==> src/rtl/core/frq_pkg.sv <==
package frq_pkg;

  // Defaults for the top-level parameters
  localparam int SlotsDef     = 16;
  localparam int MaxFrameDef  = 1536;

  // Fixed field widths
  localparam int CfgW   = 5;
  localparam int ByteW  = 8;
  localparam int FlenW  = 11;
  localparam int CountW = 4;

  // Configuration register indexes
  localparam logic CFG_SLOT_COUNT = 1'b0;
  localparam logic CFG_THRESHOLD  = 1'b1;

  typedef enum logic {
    CMD_PUSH = 1'b0,
    CMD_PULL = 1'b1
  } cmd_e;

  typedef enum logic [1:0] {
    ST_OK    = 2'd0,
    ST_EMPTY = 2'd1,
    ST_DROP  = 2'd2,
    ST_TRUNC = 2'd3
  } status_e;

  typedef enum logic {
    S_IDLE = 1'b0,
    S_EXEC = 1'b1
  } state_e;

  typedef struct packed {
    logic [ByteW-1:0]  data_out;
    logic              data_valid;
    logic              last_out;
    logic [FlenW-1:0]  frame_length;
    logic [CountW-1:0] frames_queued;
    logic [CountW-1:0] slots_free;
    logic              above_threshold;
    status_e           status;
  } res_t;

endpackage

==> src/rtl/core/frq_ctrl.sv <==
module frq_ctrl import frq_pkg::*; #(
  parameter int SLOTS           = SlotsDef,
  parameter int MAX_FRAME_BYTES = MaxFrameDef,
  localparam int PW = (SLOTS > 1) ? $clog2(SLOTS) : 1,
  localparam int AW = $clog2(SLOTS * MAX_FRAME_BYTES),
  localparam int LW = $clog2(MAX_FRAME_BYTES + 1)
) (
  input  logic             clk_i,
  input  logic             rst_ni,
  input  logic             cfg_we_i,
  input  logic             cfg_idx_i,
  input  logic [CfgW-1:0]  cfg_data_i,
  input  logic             in_valid_i,
  output logic             in_ready_o,
  input  cmd_e             in_cmd_i,
  input  logic [ByteW-1:0] in_byte_i,
  input  logic             in_last_i,
  output logic             res_valid_o,
  input  logic             res_ready_i,
  output res_t             res_o,
  output logic             rd_en_o,
  output logic [AW-1:0]    rd_addr_o,
  output logic [PW-1:0]    rd_slot_o,
  output logic             wr_en_o,
  output logic [AW-1:0]    wr_addr_o,
  output logic [ByteW-1:0] wr_byte_o,
  output logic             len_we_o,
  output logic [PW-1:0]    len_slot_o,
  output logic [LW-1:0]    len_o,
  input  logic [ByteW-1:0] byte_i,
  input  logic [LW-1:0]    len_i
);

  localparam int QW = ((PW > CfgW) ? PW : CfgW) + 1;

  state_e state_q, state_d;
  logic [CfgW-1:0]  slot_count_q, threshold_q;
  logic [PW-1:0]    ws_q, ws_d, rs_q, rs_d;
  logic [LW-1:0]    wo_q, wo_d, ro_q, ro_d;
  logic             drop_q, drop_d;
  cmd_e             cmd_q;
  logic [ByteW-1:0] byte_q;
  logic             last_q;

  logic [QW-1:0]    n;
  logic             fire;
  logic [LW-1:0]    ro_rd;

  function automatic logic [QW-1:0] count(logic [PW-1:0] w, logic [PW-1:0] r,
                                          logic [QW-1:0] nn);
    logic [QW-1:0] we, re;
    we = QW'(w);
    re = QW'(r);
    if (we >= re) return we - re;
    return we + nn - re;
  endfunction

  // Effective slot count saturates at the memory size
  assign n = (int'(slot_count_q) > SLOTS) ? QW'(SLOTS) : QW'(slot_count_q);

  assign in_ready_o  = (state_q == S_IDLE);
  assign res_valid_o = (state_q == S_EXEC);
  assign fire        = res_valid_o && res_ready_i;

  // Read the head byte and its length at the item's accept edge
  assign ro_rd     = (int'(ro_q) >= MAX_FRAME_BYTES) ? LW'(MAX_FRAME_BYTES - 1) : ro_q;
  assign rd_en_o   = in_valid_i && in_ready_o;
  assign rd_addr_o = AW'(rs_q) * AW'(MAX_FRAME_BYTES) + AW'(ro_rd);
  assign rd_slot_o = rs_q;
  assign wr_addr_o = AW'(ws_q) * AW'(MAX_FRAME_BYTES) + AW'(wo_q);
  assign wr_byte_o = byte_q;
  assign len_slot_o = ws_q;

  always_comb begin
    logic [QW-1:0] q_pre, q_post, ws_inc, rs_inc;
    logic [LW-1:0] wo_inc, ro_inc;
    logic          inert, drop_now, room;
    inert    = (n == '0);
    q_pre    = count(ws_q, rs_q, n);
    ws_inc   = QW'(ws_q) + QW'(1);
    rs_inc   = QW'(rs_q) + QW'(1);
    room     = (int'(wo_q) < MAX_FRAME_BYTES);
    wo_inc   = room ? wo_q + LW'(1) : wo_q;
    ro_inc   = ro_q + LW'(1);
    drop_now = drop_q || (wo_q == '0 && q_pre >= n - QW'(1));

    state_d  = state_q;
    ws_d     = ws_q;
    rs_d     = rs_q;
    wo_d     = wo_q;
    ro_d     = ro_q;
    drop_d   = drop_q;
    wr_en_o  = 1'b0;
    len_we_o = 1'b0;
    len_o    = wo_inc;
    res_o    = '0;
    res_o.status = ST_OK;

    case (state_q)
      S_IDLE: begin
        if (in_valid_i) state_d = S_EXEC;
      end
      S_EXEC: begin
        if (cmd_q == CMD_PUSH) begin
          if (!inert) begin
            if (drop_now) begin
              res_o.status = ST_DROP;
              drop_d = !last_q;
            end else begin
              wr_en_o = fire && room;
              if (!room) res_o.status = ST_TRUNC;
              wo_d = wo_inc;
              if (last_q) begin
                len_we_o = fire;
                wo_d = '0;
                ws_d = (ws_inc == n) ? '0 : PW'(ws_inc);
              end
            end
          end
        end else begin
          if (inert || q_pre == '0) begin
            res_o.status = ST_EMPTY;
          end else begin
            res_o.data_out     = byte_i;
            res_o.data_valid   = 1'b1;
            res_o.frame_length = FlenW'(len_i);
            if ((LW + 1)'(ro_q) + (LW + 1)'(1) >= (LW + 1)'(len_i)) begin
              res_o.last_out = 1'b1;
              ro_d = '0;
              rs_d = (rs_inc == n) ? '0 : PW'(rs_inc);
            end else begin
              ro_d = ro_inc;
            end
          end
        end
        q_post = count(ws_d, rs_d, n);
        res_o.frames_queued   = CountW'(q_post);
        res_o.slots_free      = inert ? '0 : CountW'(n - QW'(1) - q_post);
        res_o.above_threshold = !inert && (q_post >= QW'(threshold_q));
        if (fire) state_d = S_IDLE;
      end
      default: state_d = S_IDLE;
    endcase
  end

  always_ff @(posedge clk_i or negedge rst_ni) begin
    if (!rst_ni) begin
      state_q <= S_IDLE;
    end else begin
      state_q <= state_d;
    end
  end

  always_ff @(posedge clk_i or negedge rst_ni) begin
    if (!rst_ni) begin
      slot_count_q <= '0;
      threshold_q  <= '0;
      ws_q         <= '0;
      rs_q         <= '0;
      wo_q         <= '0;
      ro_q         <= '0;
      drop_q       <= 1'b0;
    end else if (cfg_we_i) begin
      if (cfg_idx_i == CFG_SLOT_COUNT) begin
        slot_count_q <= cfg_data_i;
        ws_q         <= '0;
        rs_q         <= '0;
        wo_q         <= '0;
        ro_q         <= '0;
        drop_q       <= 1'b0;
      end else begin
        threshold_q  <= cfg_data_i;
      end
    end else if (fire) begin
      ws_q   <= ws_d;
      rs_q   <= rs_d;
      wo_q   <= wo_d;
      ro_q   <= ro_d;
      drop_q <= drop_d;
    end
  end

  always_ff @(posedge clk_i) begin
    if (rd_en_o) begin
      cmd_q  <= in_cmd_i;
      byte_q <= in_byte_i;
      last_q <= in_last_i;
    end
  end

endmodule

==> config.mk <==
export PLATFORM = sky130hd
export DESIGN_NAME = frq_ctrl
export DESIGN_NICKNAME = d
export VERILOG_FILES = /design/src/rtl/core/frq_pkg.sv /design/src/rtl/core/frq_ctrl.sv
export SDC_FILE = /design/constraint.sdc
export NUM_CORES = 1
export LEC_CHECK = 0
export ABC_CLOCK_PERIOD_IN_PS = 14400
export BUFFER_PORTS_ARGS = -buffer_cell sky130_fd_sc_hd__buf_2
export CAP_MARGIN = 30
export CORE_MARGIN = 1.5
export CORE_UTILIZATION = 32
export DETAILED_ROUTE_END_ITERATION = 6
export GPL_TIMING_DRIVEN = 0
export HOLD_SLACK_MARGIN = 0.12
export PLACE_DENSITY = 0.54
export RECOVER_POWER = 50
export REMOVE_ABC_BUFFERS = 1
export SLEW_MARGIN = 20
export SYNTH_ARGS = -nofsm -noshare
export SYNTH_HDL_FRONTEND = slang
export SYNTH_SLANG_ARGS = --single-unit
export TNS_END_PERCENT = 10
==> constraint.sdc <==
create_clock -name clk_i -period 14.4 [get_ports clk_i]
set_input_delay 2.88 -clock clk_i [delete_from_list [all_inputs] [get_ports clk_i]]
set_output_delay 2.88 -clock clk_i [all_outputs]
set_load 0.005 [all_outputs]
# ---- Yosys cells after proc, flatten, opt, wreduce, memory -nomap -nowiden
# Index checks and enable logic that the tools add are counted.
dict set report word_totals {
  regBits 52
  latchBits 0
  ram_bits 0
  romBits 0
  inputBits 40
  wordCells 139
  mem_count 0
}
dict set report classes {
  addsub 15
  mul 2
  n_div 0
  n_lt_le_gt_ge 8
  n_eq_ne 7
  n_shift 0
  mux 72
  n_bitwise 2
  reduce_logical 22
}
# cell count
set op_table {}
lappend op_table {{two-way mux 11 bit} 16}
lappend op_table {{two-way mux 4 bit} 19}
lappend op_table {{two-way mux 21 bit} 2}
lappend op_table {{two-way mux 32 bit} 1}
lappend op_table {{adder 15 x 11 -> 15 bit} 2}
lappend op_table {{two-way mux 6 bit} 5}
lappend op_table {{two-way mux 1 bit} 23}
lappend op_table {{adder 11 x 1 -> 11 bit, second input constant} 2}
lappend op_table {{adder 11 x 1 -> 12 bit, second input constant} 1}
lappend op_table {{adder 4 x 5 -> 6 bit} 2}
lappend op_table {{>= comparator 12 x 11 -> 1 bit} 1}
lappend op_table {{zero test 6 bit} 2}
lappend op_table {{multiplier 4 x 2 -> 6 bit, second input constant} 2}
lappend op_table {{AND reduction 6 bit} 2}
lappend op_table {{subtractor 6 x 4 -> 6 bit} 2}
lappend op_table {{>= comparator 11 bit, second input constant} 1}
lappend op_table {{zero test 11 bit} 1}
lappend op_table {{less-than comparator 11 bit, second input constant} 1}
lappend op_table {{adder 4 x 1 -> 5 bit, second input constant} 2}
lappend op_table {{== test 5 bit} 2}
lappend op_table {{!= test 2 bit, second input constant} 5}
lappend op_table {{subtractor 4 x 4 -> 5 bit} 2}
lappend op_table {{>= comparator 4 bit} 2}
lappend op_table {{two-way mux 2 bit} 4}
lappend op_table {{other kinds (15)} 26}

# ---- Depth between registers and ports, before layout
dict set report depth {
  depth_word 20
  ltp_mapped 35
  depth_no_buf 32
}

# ---- Worst setup path before layout
# OpenSTA, ideal clock, no wires.
dict set report synth_path {
  path_kind {register -> output}
  startpoint {register slot_count_q[4]}
  endpoint {output port res_o[6] (netlist name)}
  arrival_time_ns 6.759
  slack_ns 4.761
  stages_incl_launch_ff 33
  n_path_buf 3
  cell_sequence {dfrtp_1 > buf_2 > inv_1 > clkbuf_1 > nand2_1 > fa_1 > inv_1 > ha_1 > a211o_1 > and3_4 > o311ai_1 > a21oi_1 > ha_1 > nand3_1 > o2111ai_1 > a21oi_1 > clkbuf_1 > mux2i_1 > inv_1 > ha_1 > nor2b_1 > o21ai_0 > nand3b_1 > a21oi_1 > nor2_1 > a21oi_1 > inv_1 > ha_1 > a21o_1 > a21oi_1 > xnor2_1 > xnor2_1 > nor2_1}
}
# item line_no
set synth_lines {}
lappend synth_lines {{from (decl)} frq_ctrl.sv:37} ;# logic [CfgW-1:0] slot_count_q, threshold_q;
lappend synth_lines {{from (signal assigned)} frq_ctrl.sv:165} ;# slot_count_q <= cfg_data_i;
lappend synth_lines {{to (decl)} frq_ctrl.sv:20} ;# output res_t res_o,

==> summary.md <==
| Metric | Value |
|---|---|
| Setup tns final | `0 ps` |
| Hold_ws | `~510 ps` |
| Sink Count | `52` |
| Syn_area_per_cell | `8.55 µm²` |
| Synth Area in Compound Gates | `17.3%` |
| Die ar. | `18800 µm²` |
| CP dominant cell by count | `a21oi_1` |
| DIE HEIGHT | `137 µm` |
| Initial drt markers | `209` |
| Yosys reg bits | `52` |
| Comb power frac | `between 30% and 40%` |
| Final Max Tran Viols | `27` |
| Crit. End Element | `output port` |
| Largest family of logic cells by synthesized area | `simple AND/OR/NAND/NOR gates` |
| Internal power | `0.310 mW` |
| Asr flop ratio synth | `80.8%` |
| Ratio of final minimum period to clock period | `76.9%` |
| H-tree Lvls | `2` |
| Setup repair after global routing missed its margin | `false` |
| GRT Util Overall | `16.6%` |
| Worst EP required | `11520 ps` |
| Core Region | `17400 µm²` |
| Chip Width | `137 µm` |
| Worst path top cell family by delay | `compound AO/OA/AOI/OAI gates` |
| Worst Path Buf+Inv | `6` |
| Type of origin of the critical path | `register` |
| Pre-CTS WS | `3170 ps` |
| Reg-to-Reg End | `wo_q[10]` |
| I/O Buffers | `133` |
| Clock Path Buffers | `2` |
| Vias | `5158` |
| Pwr Density | `70.7 nW/µm²` |
| Clk_skew | `10.9 ps` |
| CP Class | `register to output port` |
| Synth area leaders | `dfrtp_1, ha_1, xnor2_1` |
| Outcome | `finished, violations left` |
| Yosys top cell area share | `18.3%` |
| Sequential share of power | `35.5%` |
| Worst-Margin Slew | `approximately 1500 ps` |
| Clk network pwr share | `roughly 28%` |
| Critical path's largest stage delay | `610 ps` |
| Main flop type after synthesis | `dfrtp_1` |
| Max Cap Viol | `1` |
| Via density per instance | `5.11` |
| Worst reg2reg path depth | `15` |
| Peak VDD IR | `0.0597 mV` |
| Yosys cell types | `67` |
| Synth warn | `0` |
| Violated checks | `max-capacitance violations, max-slew violations` |
| Xor/xnor cell area share of the yosys netlist | `between 7 and 8%` |
| Leading area contributor after synthesis | `dfrtp_1` |
| Cells after synthesis | `672` |
| Final worst setup slack | `~3300 ps` |
| Wirelength per Cell | `about 15 µm` |
| Post-CTS resize count | `0` |
| Top Ports | `134` |
| Fmax | `0.0903 GHz` |
| Area Growth Syn to Fin | `16.9%` |
| Cts bufs inserted | `5` |
| Vias in the first global route | `4741` |
| CTS Hold Bufs | `0` |
| Setup Fix Bufs, Post-CTS | `0` |
| Final #Nets | `901` |
| Switching Share | `34.8%` |
| Routability cong. | `0.841` |
| GRT overflow | `0` |
| Rows | `48` |
| Hold Path Origin | `threshold_q[2]` |
| Leakage | `between 3 and 4 nW` |
| Clk Latency, worst-skew pair | `~310 ps` |
| Sw power | `0.165 mW` |
| EDFF count, synth | `10` |
| Fin. Hold Viols | `0` |
| Detailed Route WL | `15.4 mm` |
| Initial antenna violation count | `0` |
| Root Driver | `clkbuf_16` |
| Share of cells above drive strength 1 | `between 10% and 20%` |
| Hold path endpoint | `threshold_q[2]` |
| Worst Hold Class | `register to register` |
| Sequential share of the synthesized area | `23.5%` |
| Global-route wire length before repair | `24.5 mm` |
| Worst r2r src | `slot_count_q[4]` |
| # diodes | `0` |
| R2R setup slack | `9370 ps` |
| Critical path's slowest cell | `fa_1` |
| Hold path depth | `1` |
| Cell Area, Synth | `5750 µm²` |
| Mux cell area share after synthesis | `3.88%` |
| Post-route minimum period | `between 10000 and 15000 ps` |
| Fill cells | `roughly 1800` |
| CTS tree | `yes` |
| Critical Path AT | `8190 ps` |
| Relative slew slack | `-3.03%` |
| Post-synthesis adder-cell area fraction | `18.9%` |
| Post-DP HPWL | `12.1 mm` |
| Initial core utilization | `between 30 and 40%` |
| First drt pass iteration count | `5` |
| Total power | `between 0.4 and 0.5 mW` |
| Detailed-route DRC error count | `0` |
| Post-DRT Antenna Nets | `0` |
| Crit-path max FO | `12` |
| Largest net degree at the start of global routing | `33` |
| Synth Area in Simple Gates | `21.6%` |
| Final setup violation count | `0` |
| Clock Pin Slew Worst Setup and Hold Paths | `roughly 70 ps` |
[cell families (layout without fill, tap and decap cells)]
logic type / count (synthesis) / in the layout
adders and majority gates: 78 / 78
and+or+nand+nor: 234 / 234
DFF: 52 / 52
buffers and inverters: 101 / 213
AOI/OAI and AO/OA: 138 / 138
muxes: 21 / 21
xor gates and xnor gates: 48 / 48
[area by class of cell]
| class | instances | area, µm² | share of cell area (%) |
|---|---|---|---|
| Timing Repair Buffer | 138 | 696 | 10.4 |
| Tap cell | 225 | 282 | 4.19 |
| Sequential cell | 52 | 1350 | 20.1 |
| Clock buffer | 7 | 154 | 2.29 |
| Multi-Input combinational cell | 519 | 3980 | 59.2 |
| Clock inverter | 1 | 8.76 | 0.130 |
| Inverter | 67 | 251 | 3.74 |
[metrics by stage]
stage	instances	utilization, %	instance area (µm²)
after global routing	1009	38.6	6720
final	1009	38.6	6720
after CTS	1007	38.6	6730
after detailed placement	999	37.7	6570
after floorplan	638	-	5570
after global placement	996	37.4	6510
[worst max path at each step]
stage	start	end	slack (ps)	depth (start not counted)
after floorplan	len_i[9]	res_o[6]	4680	22
after global placement	slot_count_q[4]	res_o[6]	3190	30
after detailed placement	slot_count_q[4]	res_o[6]	3170	30
after CTS	slot_count_q[4]	res_o[6]	2810	30
after global routing	slot_count_q[4]	res_o[6]	2620	31
final	slot_count_q[4]	res_o[6]	3330	31
[placed cells by master (no fill, tap or decap), types with 8 or more instances in the layout]
cell type,count
xor2_1,13
nand4_1,8
and2_1,10
clkbuf_1,21
nor2b_1,9
nor2_1,31
inv_1,67
xnor2_1,35
nand2b_1,25
a31oi_1,8
ha_1,63
nand2_1,59
a21oi_1,34
buf_2,114
dfrtp_1,42
mux2i_1,11
fa_1,15
and3_1,26
edfxtp_1,10
nand3_1,28
mux2_2,10
o21ai_0,16
a21o_1,13
[power by group through the flow]
stage / combinational [mW] / clock, mW / sequential (mW)
5_1_grt: 0.195 / 0.145 / 0.170
3_3_place_gp: 0.165 / 0 / 0.174
6_report: 0.172 / 0.135 / 0.169
2_1_floorplan: 0.116 / 0 / 0.169
3_5_place_dp: 0.168 / 0 / 0.174
4_1_cts: 0.169 / 0.139 / 0.171
[per-layer routing]
layer  up-vias  part of all wire [%]  track usage (%)
li1       2595                     -                -
met1      2397                    51             23.7
met2       153                    43             25.7
met3        13                   4.8             2.74
met4         0                   1.4             4.68
met5         -                     0                0
[state kept, by name, indices dropped and copies added, names as in the netlist, 4 cells and up]
signal / count
threshold_q: 5
len_slot_o: 4
ro_q: 11
rd_slot_o: 4
wo_q: 11
slot_count_q: 5
wr_byte_o: 8
[cell usage after synthesis, types with 11 or more instances]
cell and instances:
inv_1 67, fa_1 15, nand3_1 28, nand2b_1 25, ha_1 63, mux2i_1 11
dfrtp_1 42, o21ai_0 16, clkbuf_1 19, and3_1 26, nor2_1 31, nand2_1 59
a21oi_1 34, xor2_1 13, xnor2_1 35, a21o_1 13
Note: power is estimated with default switching activity, not from simulation.
